**src/rtl/core/prs_pkg.sv**
```systemverilog
// Shared constants, datapath opcodes and status word for the primitive root search.
`default_nettype none
package prs_pkg;

  // Default modulus width and fixed result width
  localparam int MOD_WIDTH_DEF = 16;
  localparam int ROOT_WIDTH    = 16;

  // Exponent table: one entry per distinct prime factor of n-1
  localparam int MAX_FACTORS = 16;
  localparam int FAC_IDX_W   = $clog2(MAX_FACTORS);
  localparam int FAC_CNT_W   = FAC_IDX_W + 1;

  // Datapath operations issued by the controller
  typedef enum logic [4:0] {
    OP_NONE,
    OP_LOAD,        // capture modulus
    OP_TRIAL_INIT,  // d = 2, d*d = 4 for the primality test
    OP_FACT_INIT,   // v = n-1, d = 2, table empty
    OP_D_NEXT,      // d = d+1, square updated incrementally
    OP_DIV_N_D,     // divider: n / d
    OP_DIV_V_D,     // divider: v / d
    OP_DIV_NM1_D,   // divider: (n-1) / d
    OP_DIV_NM1_V,   // divider: (n-1) / v
    OP_V_SHRINK,    // v = quotient
    OP_STORE_EXP,   // table[cnt] = quotient
    OP_G_INIT,      // g = 2, k = 0
    OP_POW_INIT,    // acc = 1, b = g, e = table[k]
    OP_MUL_ACC_B,   // mulmod: acc * b
    OP_MUL_B_B,     // mulmod: b * b
    OP_ACC_LOAD,    // acc = product
    OP_B_LOAD,      // b = product, e >>= 1
    OP_G_NEXT,      // g = g+1, k = 0
    OP_K_NEXT,      // k = k+1
    OP_RES_FOUND,   // result word = {g, 1}
    OP_RES_NONE     // result word = {0, 0}
  } dp_op_t;

  // Status flags from datapath to controller
  typedef struct packed {
    logic div_done;
    logic rem_zero;
    logic mul_done;
    logic small_mod;
    logic sq_gt_n;
    logic sq_gt_v;
    logic v_gt_one;
    logic e_zero;
    logic e_lsb;
    logic acc_one;
    logic g_at_n;
    logic k_end;
  } dp_stat_t;

endpackage
`default_nettype wire

```
**src/rtl/core/prs_div.sv**
```systemverilog
// Iterative restoring divider, one quotient bit per cycle.
`default_nettype none
module prs_div #(
  parameter int MOD_WIDTH = prs_pkg::MOD_WIDTH_DEF
) (
  input  wire logic                 clk,
  input  wire logic                 rst_n,
  input  wire logic                 start,
  input  wire logic [MOD_WIDTH-1:0] dividend,
  input  wire logic [MOD_WIDTH-1:0] divisor,
  output logic      [MOD_WIDTH-1:0] quot,
  output logic      [MOD_WIDTH-1:0] rem,
  output logic                      done
);
  localparam int CW = $clog2(MOD_WIDTH);

  logic [MOD_WIDTH-1:0] rem_r, quo_r, div_r;
  logic [CW-1:0]        cnt_r;
  logic                 busy_r, done_r;

  logic [MOD_WIDTH:0]   rem_sh;
  logic [MOD_WIDTH+1:0] diff;
  logic                 ge;

  // Shift in next dividend bit, trial subtract
  assign rem_sh = {rem_r, quo_r[MOD_WIDTH-1]};
  assign diff   = {1'b0, rem_sh} - {2'b00, div_r};
  assign ge     = ~diff[MOD_WIDTH+1];

  always_ff @(posedge clk) begin
    done_r <= 1'b0;
    if (start) begin
      rem_r  <= '0;
      quo_r  <= dividend;
      div_r  <= divisor;
      cnt_r  <= CW'(MOD_WIDTH - 1);
      busy_r <= 1'b1;
    end else if (busy_r) begin
      rem_r <= ge ? diff[MOD_WIDTH-1:0] : rem_sh[MOD_WIDTH-1:0];
      quo_r <= {quo_r[MOD_WIDTH-2:0], ge};
      cnt_r <= cnt_r - 1'b1;
      if (cnt_r == '0) begin
        busy_r <= 1'b0;
        done_r <= 1'b1;
      end
    end
    if (!rst_n) begin
      busy_r <= 1'b0;
      done_r <= 1'b0;
    end
  end

  assign quot = quo_r;
  assign rem  = rem_r;
  assign done = done_r;

endmodule
`default_nettype wire

```
**src/rtl/core/prs_mulmod.sv**
```systemverilog
// Interleaved modular multiplier: (a*b) mod m, one multiplier bit per cycle, MSB first.
`default_nettype none
module prs_mulmod #(
  parameter int MOD_WIDTH = prs_pkg::MOD_WIDTH_DEF
) (
  input  wire logic                 clk,
  input  wire logic                 rst_n,
  input  wire logic                 start,
  input  wire logic [MOD_WIDTH-1:0] a,
  input  wire logic [MOD_WIDTH-1:0] b,
  input  wire logic [MOD_WIDTH-1:0] m,
  output logic      [MOD_WIDTH-1:0] prod,
  output logic                      done
);
  localparam int CW = $clog2(MOD_WIDTH);

  logic [MOD_WIDTH-1:0] acc_r, a_r, b_r, m_r;
  logic [CW-1:0]        cnt_r;
  logic                 busy_r, done_r;

  logic [MOD_WIDTH+1:0] t, m1, m2, t_m1, t_m2;
  logic [MOD_WIDTH-1:0] acc_nxt;

  // 2*acc + bit*a stays below 3m; reduce by m or 2m
  assign t    = {1'b0, acc_r, 1'b0} + {2'b00, (b_r[MOD_WIDTH-1] ? a_r : '0)};
  assign m1   = {2'b00, m_r};
  assign m2   = {1'b0, m_r, 1'b0};
  assign t_m1 = t - m1;
  assign t_m2 = t - m2;

  always_comb begin
    if (t >= m2) begin
      acc_nxt = t_m2[MOD_WIDTH-1:0];
    end else if (t >= m1) begin
      acc_nxt = t_m1[MOD_WIDTH-1:0];
    end else begin
      acc_nxt = t[MOD_WIDTH-1:0];
    end
  end

  always_ff @(posedge clk) begin
    done_r <= 1'b0;
    if (start) begin
      acc_r  <= '0;
      a_r    <= a;
      b_r    <= b;
      m_r    <= m;
      cnt_r  <= CW'(MOD_WIDTH - 1);
      busy_r <= 1'b1;
    end else if (busy_r) begin
      acc_r <= acc_nxt;
      b_r   <= {b_r[MOD_WIDTH-2:0], 1'b0};
      cnt_r <= cnt_r - 1'b1;
      if (cnt_r == '0) begin
        busy_r <= 1'b0;
        done_r <= 1'b1;
      end
    end
    if (!rst_n) begin
      busy_r <= 1'b0;
      done_r <= 1'b0;
    end
  end

  assign prod = acc_r;
  assign done = done_r;

endmodule
`default_nettype wire

```
**src/rtl/core/prs_datapath.sv**
```systemverilog
// Datapath: modulus, trial divisor, exponent table, power registers and the result word.
`default_nettype none
module prs_datapath #(
  parameter int MOD_WIDTH = prs_pkg::MOD_WIDTH_DEF
) (
  input  wire logic                            clk,
  input  wire logic                            rst_n,
  input  wire prs_pkg::dp_op_t                 op,
  output prs_pkg::dp_stat_t                    stat,
  input  wire logic [MOD_WIDTH-1:0]            in_modulus,
  output logic      [prs_pkg::ROOT_WIDTH-1:0]  out_root,
  output logic                                 out_found
);
  localparam int SQW = MOD_WIDTH + 2;
  localparam int IW  = prs_pkg::FAC_IDX_W;
  localparam int KW  = prs_pkg::FAC_CNT_W;

  logic [MOD_WIDTH-1:0] n_r, v_r, d_r, g_r, acc_r, b_r, e_r;
  logic [SQW-1:0]       sq_r;
  logic [KW-1:0]        k_r, cnt_r;
  logic [MOD_WIDTH-1:0] exp_r [prs_pkg::MAX_FACTORS];
  logic [prs_pkg::ROOT_WIDTH-1:0] root_r;
  logic                 found_r;

  logic [MOD_WIDTH-1:0] n_m1;
  logic [MOD_WIDTH+prs_pkg::ROOT_WIDTH-1:0] g_ext;

  // Divider and multiplier operand selection
  logic                 div_start, mul_start;
  logic [MOD_WIDTH-1:0] div_a, div_b, quot, rem, mul_a, prod;
  logic                 div_done, mul_done;

  assign n_m1  = n_r - 1'b1;
  assign g_ext = {{prs_pkg::ROOT_WIDTH{1'b0}}, g_r};

  always_comb begin
    div_start = 1'b0;
    div_a     = n_r;
    div_b     = d_r;
    mul_start = 1'b0;
    mul_a     = b_r;
    case (op)
      prs_pkg::OP_DIV_N_D: begin
        div_start = 1'b1;
      end
      prs_pkg::OP_DIV_V_D: begin
        div_start = 1'b1;
        div_a     = v_r;
      end
      prs_pkg::OP_DIV_NM1_D: begin
        div_start = 1'b1;
        div_a     = n_m1;
      end
      prs_pkg::OP_DIV_NM1_V: begin
        div_start = 1'b1;
        div_a     = n_m1;
        div_b     = v_r;
      end
      prs_pkg::OP_MUL_ACC_B: begin
        mul_start = 1'b1;
        mul_a     = acc_r;
      end
      prs_pkg::OP_MUL_B_B: begin
        mul_start = 1'b1;
      end
      default: begin
      end
    endcase
  end

  prs_div #(.MOD_WIDTH(MOD_WIDTH)) u_div (
    .clk      (clk),
    .rst_n    (rst_n),
    .start    (div_start),
    .dividend (div_a),
    .divisor  (div_b),
    .quot     (quot),
    .rem      (rem),
    .done     (div_done)
  );

  prs_mulmod #(.MOD_WIDTH(MOD_WIDTH)) u_mul (
    .clk   (clk),
    .rst_n (rst_n),
    .start (mul_start),
    .a     (mul_a),
    .b     (b_r),
    .m     (n_r),
    .prod  (prod),
    .done  (mul_done)
  );

  // Register updates per operation
  always_ff @(posedge clk) begin
    case (op)
      prs_pkg::OP_LOAD: begin
        n_r <= in_modulus;
      end
      prs_pkg::OP_TRIAL_INIT: begin
        d_r  <= MOD_WIDTH'(2);
        sq_r <= SQW'(4);
      end
      prs_pkg::OP_FACT_INIT: begin
        v_r   <= n_m1;
        d_r   <= MOD_WIDTH'(2);
        sq_r  <= SQW'(4);
        cnt_r <= '0;
      end
      prs_pkg::OP_D_NEXT: begin
        d_r  <= d_r + 1'b1;
        sq_r <= sq_r + {1'b0, d_r, 1'b1};
      end
      prs_pkg::OP_V_SHRINK: begin
        v_r <= quot;
      end
      prs_pkg::OP_STORE_EXP: begin
        if (cnt_r < KW'(prs_pkg::MAX_FACTORS)) begin
          exp_r[cnt_r[IW-1:0]] <= quot;
          cnt_r                <= cnt_r + 1'b1;
        end
      end
      prs_pkg::OP_G_INIT: begin
        g_r <= MOD_WIDTH'(2);
        k_r <= '0;
      end
      prs_pkg::OP_POW_INIT: begin
        acc_r <= MOD_WIDTH'(1);
        b_r   <= g_r;
        e_r   <= exp_r[k_r[IW-1:0]];
      end
      prs_pkg::OP_ACC_LOAD: begin
        acc_r <= prod;
      end
      prs_pkg::OP_B_LOAD: begin
        b_r <= prod;
        e_r <= {1'b0, e_r[MOD_WIDTH-1:1]};
      end
      prs_pkg::OP_G_NEXT: begin
        g_r <= g_r + 1'b1;
        k_r <= '0;
      end
      prs_pkg::OP_K_NEXT: begin
        k_r <= k_r + 1'b1;
      end
      prs_pkg::OP_RES_FOUND: begin
        root_r  <= g_ext[prs_pkg::ROOT_WIDTH-1:0];
        found_r <= 1'b1;
      end
      prs_pkg::OP_RES_NONE: begin
        root_r  <= '0;
        found_r <= 1'b0;
      end
      default: begin
      end
    endcase
  end

  // Status back to the controller
  assign stat.div_done  = div_done;
  assign stat.rem_zero  = (rem == '0);
  assign stat.mul_done  = mul_done;
  assign stat.small_mod = (n_r < MOD_WIDTH'(3));
  assign stat.sq_gt_n   = (sq_r > {2'b00, n_r});
  assign stat.sq_gt_v   = (sq_r > {2'b00, v_r});
  assign stat.v_gt_one  = (v_r > MOD_WIDTH'(1));
  assign stat.e_zero    = (e_r == '0);
  assign stat.e_lsb     = e_r[0];
  assign stat.acc_one   = (acc_r == MOD_WIDTH'(1));
  assign stat.g_at_n    = (g_r == n_r);
  assign stat.k_end     = (k_r == cnt_r);

  assign out_root  = root_r;
  assign out_found = found_r;

endmodule
`default_nettype wire

```
**src/rtl/core/prs_ctrl.sv**
```systemverilog
// Controller: sequences primality test, factoring of n-1 and the candidate order tests.
`default_nettype none
module prs_ctrl (
  input  wire logic              clk,
  input  wire logic              rst_n,
  input  wire logic              in_valid,
  output logic                   in_stall,
  output logic                   out_valid,
  input  wire logic              out_stall,
  output prs_pkg::dp_op_t        op,
  input  wire prs_pkg::dp_stat_t stat
);
  typedef enum logic [4:0] {
    S_IDLE,
    S_SMALL,
    S_PR_TEST,
    S_PR_WAIT,
    S_FA_TEST,
    S_FA_WAIT,
    S_FA_EXP,
    S_FA_STRIP,
    S_FA_SWAIT,
    S_FA_LAST,
    S_FA_LWAIT,
    S_G_INIT,
    S_PW_INIT,
    S_PW_CHECK,
    S_PW_MACC,
    S_PW_SQ,
    S_PW_MSQ,
    S_PW_EVAL,
    S_PW_GCHK,
    S_FIN_FOUND,
    S_FIN_NONE
  } state_t;

  state_t state_r, state_nxt;
  logic   out_valid_r, out_valid_nxt;
  logic   out_free;

  // Result slot can take a new word
  assign out_free = ~out_valid_r | ~out_stall;

  always_comb begin
    state_nxt     = state_r;
    op            = prs_pkg::OP_NONE;
    out_valid_nxt = out_valid_r & out_stall;
    case (state_r)
      S_IDLE: begin
        if (in_valid) begin
          op        = prs_pkg::OP_LOAD;
          state_nxt = S_SMALL;
        end
      end
      S_SMALL: begin
        if (stat.small_mod) begin
          state_nxt = S_FIN_NONE;
        end else begin
          op        = prs_pkg::OP_TRIAL_INIT;
          state_nxt = S_PR_TEST;
        end
      end
      // trial division of n
      S_PR_TEST: begin
        if (stat.sq_gt_n) begin
          op        = prs_pkg::OP_FACT_INIT;
          state_nxt = S_FA_TEST;
        end else begin
          op        = prs_pkg::OP_DIV_N_D;
          state_nxt = S_PR_WAIT;
        end
      end
      S_PR_WAIT: begin
        if (stat.div_done) begin
          if (stat.rem_zero) begin
            state_nxt = S_FIN_NONE;
          end else begin
            op        = prs_pkg::OP_D_NEXT;
            state_nxt = S_PR_TEST;
          end
        end
      end
      // distinct prime factors of n-1, storing (n-1)/q
      S_FA_TEST: begin
        if (stat.sq_gt_v) begin
          state_nxt = S_FA_LAST;
        end else begin
          op        = prs_pkg::OP_DIV_V_D;
          state_nxt = S_FA_WAIT;
        end
      end
      S_FA_WAIT: begin
        if (stat.div_done) begin
          if (stat.rem_zero) begin
            op        = prs_pkg::OP_DIV_NM1_D;
            state_nxt = S_FA_EXP;
          end else begin
            op        = prs_pkg::OP_D_NEXT;
            state_nxt = S_FA_TEST;
          end
        end
      end
      S_FA_EXP: begin
        if (stat.div_done) begin
          op        = prs_pkg::OP_STORE_EXP;
          state_nxt = S_FA_STRIP;
        end
      end
      S_FA_STRIP: begin
        op        = prs_pkg::OP_DIV_V_D;
        state_nxt = S_FA_SWAIT;
      end
      S_FA_SWAIT: begin
        if (stat.div_done) begin
          if (stat.rem_zero) begin
            op        = prs_pkg::OP_V_SHRINK;
            state_nxt = S_FA_STRIP;
          end else begin
            op        = prs_pkg::OP_D_NEXT;
            state_nxt = S_FA_TEST;
          end
        end
      end
      S_FA_LAST: begin
        if (stat.v_gt_one) begin
          op        = prs_pkg::OP_DIV_NM1_V;
          state_nxt = S_FA_LWAIT;
        end else begin
          op        = prs_pkg::OP_G_INIT;
          state_nxt = S_PW_INIT;
        end
      end
      S_FA_LWAIT: begin
        if (stat.div_done) begin
          op        = prs_pkg::OP_STORE_EXP;
          state_nxt = S_G_INIT;
        end
      end
      S_G_INIT: begin
        op        = prs_pkg::OP_G_INIT;
        state_nxt = S_PW_INIT;
      end
      // g^e mod n by square and multiply, LSB first
      S_PW_INIT: begin
        if (stat.k_end) begin
          state_nxt = S_FIN_FOUND;
        end else begin
          op        = prs_pkg::OP_POW_INIT;
          state_nxt = S_PW_CHECK;
        end
      end
      S_PW_CHECK: begin
        if (stat.e_zero) begin
          state_nxt = S_PW_EVAL;
        end else if (stat.e_lsb) begin
          op        = prs_pkg::OP_MUL_ACC_B;
          state_nxt = S_PW_MACC;
        end else begin
          op        = prs_pkg::OP_MUL_B_B;
          state_nxt = S_PW_MSQ;
        end
      end
      S_PW_MACC: begin
        if (stat.mul_done) begin
          op        = prs_pkg::OP_ACC_LOAD;
          state_nxt = S_PW_SQ;
        end
      end
      S_PW_SQ: begin
        op        = prs_pkg::OP_MUL_B_B;
        state_nxt = S_PW_MSQ;
      end
      S_PW_MSQ: begin
        if (stat.mul_done) begin
          op        = prs_pkg::OP_B_LOAD;
          state_nxt = S_PW_CHECK;
        end
      end
      // power of 1 rejects the candidate
      S_PW_EVAL: begin
        if (stat.acc_one) begin
          op        = prs_pkg::OP_G_NEXT;
          state_nxt = S_PW_GCHK;
        end else begin
          op        = prs_pkg::OP_K_NEXT;
          state_nxt = S_PW_INIT;
        end
      end
      S_PW_GCHK: begin
        state_nxt = stat.g_at_n ? S_FIN_NONE : S_PW_INIT;
      end
      S_FIN_FOUND: begin
        if (out_free) begin
          op            = prs_pkg::OP_RES_FOUND;
          out_valid_nxt = 1'b1;
          state_nxt     = S_IDLE;
        end
      end
      S_FIN_NONE: begin
        if (out_free) begin
          op            = prs_pkg::OP_RES_NONE;
          out_valid_nxt = 1'b1;
          state_nxt     = S_IDLE;
        end
      end
      default: begin
        state_nxt = S_IDLE;
      end
    endcase
  end

  always_ff @(posedge clk) begin
    if (!rst_n) begin
      state_r     <= S_IDLE;
      out_valid_r <= 1'b0;
    end else begin
      state_r     <= state_nxt;
      out_valid_r <= out_valid_nxt;
    end
  end

  assign in_stall  = (state_r != S_IDLE);
  assign out_valid = out_valid_r;

endmodule
`default_nettype wire

```
**src/rtl/core/primitive_root_search.sv**
```systemverilog
// Top level of the smallest primitive root search.
// Each input word is a modulus n; the block returns one result word: the smallest g in
// 2..n-1 whose multiplicative order mod n is n-1, with found=1, or root=0 and found=0
// when n is below 3 or composite. One modulus is worked at a time; in_stall stays high
// from acceptance until the result is written into the output register, and the next
// modulus may be taken while that result still waits on out_stall. Run time depends on
// n: trial division costs about sqrt(n) divisions, factoring n-1 about sqrt(n) more,
// each in the one-bit-per-cycle divider; each candidate g then needs, per distinct
// prime factor of n-1, up to 2*MOD_WIDTH modular products in the serial multiplier.
// Moduli below 3 and even moduli finish far sooner than large primes.
`default_nettype none
module primitive_root_search #(
  parameter int MOD_WIDTH = prs_pkg::MOD_WIDTH_DEF
) (
  input  wire logic                           clk,
  input  wire logic                           rst_n,
  input  wire logic                           in_valid,
  output logic                                in_stall,
  input  wire logic [MOD_WIDTH-1:0]           in_modulus,
  output logic                                out_valid,
  input  wire logic                           out_stall,
  output logic [prs_pkg::ROOT_WIDTH-1:0]      out_root,
  output logic                                out_found
);
  prs_pkg::dp_op_t   op;
  prs_pkg::dp_stat_t stat;

  prs_ctrl u_ctrl (
    .clk       (clk),
    .rst_n     (rst_n),
    .in_valid  (in_valid),
    .in_stall  (in_stall),
    .out_valid (out_valid),
    .out_stall (out_stall),
    .op        (op),
    .stat      (stat)
  );

  prs_datapath #(.MOD_WIDTH(MOD_WIDTH)) u_dp (
    .clk        (clk),
    .rst_n      (rst_n),
    .op         (op),
    .stat       (stat),
    .in_modulus (in_modulus),
    .out_root   (out_root),
    .out_found  (out_found)
  );

endmodule
`default_nettype wire

```
**config.mk**
```make
export PLATFORM = sky130hd
export DESIGN_NAME = primitive_root_search
export DESIGN_NICKNAME = d
export VERILOG_FILES = /design/src/rtl/core/prs_pkg.sv /design/src/rtl/core/prs_div.sv /design/src/rtl/core/prs_mulmod.sv /design/src/rtl/core/prs_datapath.sv /design/src/rtl/core/prs_ctrl.sv /design/src/rtl/core/primitive_root_search.sv
export SDC_FILE = /design/constraint.sdc
export NUM_CORES = 1
export LEC_CHECK = 0
export BUFFER_PORTS_ARGS = -buffer_cell sky130_fd_sc_hd__buf_2
export CAP_MARGIN = 0
export CORE_UTILIZATION = 60
export CTS_CLUSTER_DIAMETER = 80
export DETAILED_ROUTE_END_ITERATION = 10
export MAX_ROUTING_LAYER = met4
export PLACE_DENSITY_LB_ADDON = 0.3
export SYNTH_ARGS = -nofsm -noshare
export SYNTH_HDL_FRONTEND = slang
export SYNTH_HIERARCHICAL = 1
export SYNTH_SLANG_ARGS = --single-unit
```
**constraint.sdc**
```tcl
create_clock -name clk -period 7.8 [get_ports clk]
set_clock_uncertainty 0.15 [all_clocks]
set_input_delay 0 -clock clk [delete_from_list [all_inputs] [get_ports clk]]
set_output_delay 0 -clock clk [all_outputs]
set_load 0.01 [all_outputs]
```
== Word level (Yosys, flattened, before mapping) ==
Memory sizes are Yosys's and may differ from the RTL's. A register that Yosys moved wholly into a read port is not among the register bits.
Index checks and enable logic that the tools add are counted.
Cells by class
  add/subtract/negate cells: 12
  $mul: 0
  div/mod/pow operators: 0
  multiplexer cells: 81
  eq/ne operators: 53
  order comparisons: 7
  bitwise operators: 8
  reduce and logical (&&, ||, !) cells: 27
  shift operators: 0
Operator list (count)
  case mux 16 bit (2 select lines): 8
  2-to-1 mux 16 bit: 10
  2-to-1 mux 5 bit: 24
  case mux 5 bit (20 select lines): 1
  case mux 5 bit (19 select lines): 1
  == test 5 x 4 -> 1 bit (second input constant): 16
  == test 5 bit (second input constant): 10
  == test 5 x 3 -> 1 bit (second input constant): 8
  > comparator 18 x 16 -> 1 bit: 2
  case mux 18 bit (2 select lines): 1
  adder 16 x 1 -> 16 bit (second input constant): 2
  zero test 16 bit: 2
  subtractor 16 bit: 2
  2-to-1 mux 4 bit: 6
  == test 5 x 2 -> 1 bit (second input constant): 4
  case mux 5 bit (2 select lines): 2
  nonzero test 2 bit: 10
  adder 17 x 16 -> 18 bit: 1
  adder 18 x 17 -> 18 bit: 1
  greater-or-equal comparator 18 x 16 -> 1 bit: 1
  greater-or-equal comparator 18 x 17 -> 1 bit: 1
  != test 2 x 1 -> 1 bit (second input constant): 9
  subtractor 17 x 16 -> 18 bit: 1
  == test 16 x 1 -> 1 bit (second input constant): 1
  other kinds (25): 64
Word-level totals
  output and inout port bits: 19
  flip-flop bits (word level): 287
  bits in latches: 0
  ROM bits: 0
  bits in writable memories: 256
  memories kept: 1
Memory list
  u_dp.exp_r: depth 16, bits a word 16, read ports 1, clocked after memory_dff 1, write ports 1, line prs_datapath.sv:21  | logic [MOD_WIDTH-1:0] exp_r [prs_pkg::MAX_FACTORS];

== Longest topological paths before layout ==
  word-level depth: 8
  depth in mapped cells: 22
  gate-level depth less buffers: 21

== Hierarchy ==
Netlist, hierarchy kept.
By module, submodules not included
  prs_datapath: cells each 1372, times used 1, area an instance 19723.9 µm²
  prs_mulmod: cells each 505, times used 1, area an instance 5053.6 µm²
  prs_div: cells each 293, times used 1, area an instance 3045.4 µm²
  prs_ctrl: cells each 162, times used 1, area an instance 1169.9 µm²

== Least setup slack after synthesis ==
OpenSTA, ideal clock, no wires.
  path kind: flip-flop to flip-flop
  start: register u_dp.n_r[3]
  end: register u_dp.d_r[0], enable pin
  cell stages (with the launch flop): 15
  setup slack: 1.956 ns
  period minus slack after synthesis: 5.844 ns
  data arrival time: 5.217 ns
  library setup time: 0.477 ns
  cells stage by stage: edfxtp_1 -> buf_6 -> inv_1 -> ha_1 -> a21o_1 -> a21oi_1 -> nor2b_1 -> o31ai_1 -> a31oi_1 -> a32o_1 -> nand4b_1 -> buf_2 -> nor2_1 -> nand2_1 -> a211oi_1
RTL lines
  start, declared: line prs_datapath.sv:18  | logic [MOD_WIDTH-1:0] n_r, v_r, d_r, g_r, acc_r, b_r, e_r;
  start signal, assigned: line prs_datapath.sv:97  | n_r <= in_modulus;
  end signal, assigned: line prs_datapath.sv:110  | d_r <= d_r + 1'b1;
  end, declared: line prs_datapath.sv:18

==> impl_results.md <==
* Status: complete, no violations
* Sequential group share of total power at between 40 and 50%
* Post-Route WL at between 70000 and 80000 um
* Synth Net Count at ~2500
* Worst Path Max Fanout at 32
* Synth cell types at ~110
* Row cnt at 80
* Hpwl dp at 49600 um
* Critical Path, Cell by Cell: inv_1, ha_1, nand4_1, nor4_1, a21oi_1, nor3_1, a31oi_1, a32o_1, nand4b_1, or4b_4, a21oi_4, buf_4, nor2_1, nand2_1, a21oi_1, a311o_1
* Initial antenna violation count at 0
* # H-tree levels at 2
* Post-synth EDFFs at ~490
* Slowest stage cell, crit path: or4b_4
* Psw at around 3200 uW
* Layout cells sized above 1 at ~16%
* Clock transition at path regs at about 0.070 ns
* Relative slew slack at 14.4%
* Req. time, crit path at 8.15 ns
* Number of remaining DRC errors at 0
* Global-route wire length before repair at about 110000 um
* Pleak at about 0.012 uW
* Area growth from synthesis to layout at 10.5%
* Tightest Pin Transition at approximately 1.3 ns
* Port buffer count at 38
* Clock power frac at between 20% and 30%
* Vias in the first global route at just under 20000
* ANT cells at 0
* Overall Global Routing Usage at a little under a third
* Most used cell, CP: a21oi_1
* Max FFs per register at roughly 260
* Critical path capture point type: register
* RSZ-0062 raised after global routing: false
* Sw frac at between 30% and 40%
* Post-CTS setup buffers at 0
* Crit path to: u_dp/u_div/rem[1]
* Min Tclk post-route at 5.83 ns
* Die area at between 40000 and 50000 sq um
* Max-cap viol count at 0
* Max Freq at between 150 and 200 MHz
* Startpoint types: register
* Setup slack at placement at just over 2 ns
* Avg Synthesized Cell Area at about 12 sq um
* FF+latch count, synth at between 500 and 600
* Final worst slack at 1.97 ns
* CTS tree: done
* Final RePlAce weighted congestion at 0.977
* HP Class: primary input to register
* Syn Std Cell Area at 29000 sq um
* Reg2reg start: u_dp/n_r[12]
* CTS root buffer: clkbuf_16
* Setup TNS at 0 ns
* Critical path arrival at between 6 and 7 ns
* Critical path class: register to register
* Synth Flop Type: edfxtp_1
* Initial DRC count at 2039
* Core Util, Final at about two thirds
* Wire per inst at ~24 um
* Largest net degree at the start of global routing at slightly above 60
* Register area share after synthesis at 54.8%
* Worst setup startpoint: u_dp/n_r[12]
* Multi-input combinational cell area at roughly 12000 sq um
* Final Hold Violating Endpoints at 0
* Num CTS Buffers at 57
* Int Pwr at around 6300 uW
* Final Max Tran Viols at 0
* Worst VDD drop at about 0.27 mV
* FF-to-FF path depth at 16
* Initial Util at between 60 and 70%
* Slowest cell delay on critical path at roughly 0.78 ns
* Via count at 20031
* Grt total ovfl at 0
* Clk sinks at ~550
* Power Dens Cells at between 200 and 300 nW/um^2
* Gate power share at around a quarter
* Clk_lat worst skew at 0.61 ns
* Async S/R FF share, synth at 0%
* Reg2reg setup slack at 1.97 ns
* Vias/cell at around 6.6
* # nets final at about 2500
* Warnings from Yosys at 6
* Tcrit/Tclk final at between 70% and 80%
* # fillers at 3317
* Reg2reg end: u_dp/u_div/rem[1]
* # IOs at 39
* Die width at approximately 220 um
* Core ar. at between 40000 and 50000 sq um
* Post-CTS Resized at 0
* Final setup fails at 0
* Syn Inst Count at around 2300
* Storage cell area at roughly 16000 sq um
* Post-route ant nets at 0
* Deepest clock path buffer count at 3
* Drt first pass iters at 5
* Die height at around 220 um
## power groups by stage
stage	clock network, uW	registers (uW)	logic, uW
6_report	2780	4160	2480
3_5_place_dp	0	4200	2410
3_3_place_gp	0	4190	2360
2_1_floorplan	0	3920	1960
5_1_grt	2910	4190	2730
4_1_cts	2810	4140	2450
## stage by stage
stage	area, sq um	std cells	power, uW	hold WS [ns]
6_report	32000	3055	9420	0.0567
5_1_grt	32000	3055	9840	0.0562
4_1_cts	32000	3055	9410	0.00739
2_1_floorplan	29000	2332	5890	-0.0511
3_3_place_gp	29700	2912	6540	0.0306
3_5_place_dp	29700	2912	6610	0.0296
## synth_stat cells (36+ instances only)
cell	number	area [sq um]
ha_1	122	1530
a21oi_1	99	495
edfxtp_1	493	14800
o21ai_0	91	455
nor2_1	155	582
mux2_2	81	912
nor3_1	39	195
xnor2_1	75	657
nand3_1	45	225
xor2_1	46	403
nand2_1	152	571
inv_1	112	420
nand4_1	36	225
and2_1	58	363
clkbuf_1	49	184
nor2b_1	38	238
mux4_2	65	1460
dfxtp_1	54	1080
## logic make-up after synthesis
| family | Yosys count | synth area share [%] |
|---|---|---|
| XOR/XNOR | 121 | 3.66 |
| AO/OA/AOI/OAI | 477 | 11.6 |
| AND/OR/NAND/NOR | 681 | 12.2 |
| multiplexers | 161 | 8.71 |
| flip-flops | 547 | 54.8 |
| buffers and inverters | 218 | 3.36 |
| adder cells (fa/ha/maj) | 127 | 5.61 |
## layout by cell type, fill, tap and decap left out, types with 15 or more instances in the layout
cell and count:
edfxtp_1 493, nor2_1 155, nand2_1 152, ha_1 122
inv_1 112, a21oi_1 96, o21ai_0 91, mux2_2 81
xnor2_1 75, mux4_2 65, clkbuf_16 59, and2_1 58
dfxtp_1 51, xor2_1 46, nand3_1 45, buf_2 38
nor2b_1 38, dlygate4sd3_1 36, nand4_1 36, a21o_1 33
nor3_1 32, buf_4 32, a211oi_1 30, nor4_1 27
o22ai_1 25, nand2b_1 23, and3_1 20, o31ai_1 19
o21a_1 18, clkbuf_1 17, mux2i_1 15
## what timing repair did
item,in CTS,in global routing
setup endpoints to repair,0,0
hold endpoints to repair,26,0
hold buffers,36,0
## cell type report
type	instances	share of cell area, %
clock buffers	77	4.85
clock inverters	30	1.14
inverters	113	1.32
multi-input cells	1567	38.2
flip-flops and latches	547	49.6
well taps	615	2.40
repair buffers	106	2.47
## worst max-delay path, delay by kind of cell, from the launching register on
family                     cells  cell delay [ns]
DFF                            1             0.52
buffers and inverters          2             0.65
and+or+nand+nor                7             2.55
AOI/OAI and AO/OA              6             1.48
adders and majority gates      1             0.34
## routing by layer
metal  vias up  track usage, %  wire (um)
met5         -               -          0
met3       137            3.34       5160
li1       9012               -          -
met2       928            49.7      35900
met4         0            9.25       1880
met1      9954            41.2      30000
## worst min path at each step
stage,start,endpoint,depth (start not counted)
global route,in_modulus[8],u_dp/n_r[8],2
floorplan,in_modulus[0],u_dp/n_r[0],0
global placement,in_modulus[8],u_dp/n_r[8],1
detailed placement,in_modulus[8],u_dp/n_r[8],1
finish,in_modulus[8],u_dp/n_r[8],2
CTS,in_modulus[8],u_dp/n_r[8],2
Power figures use the tool's default switching activity.
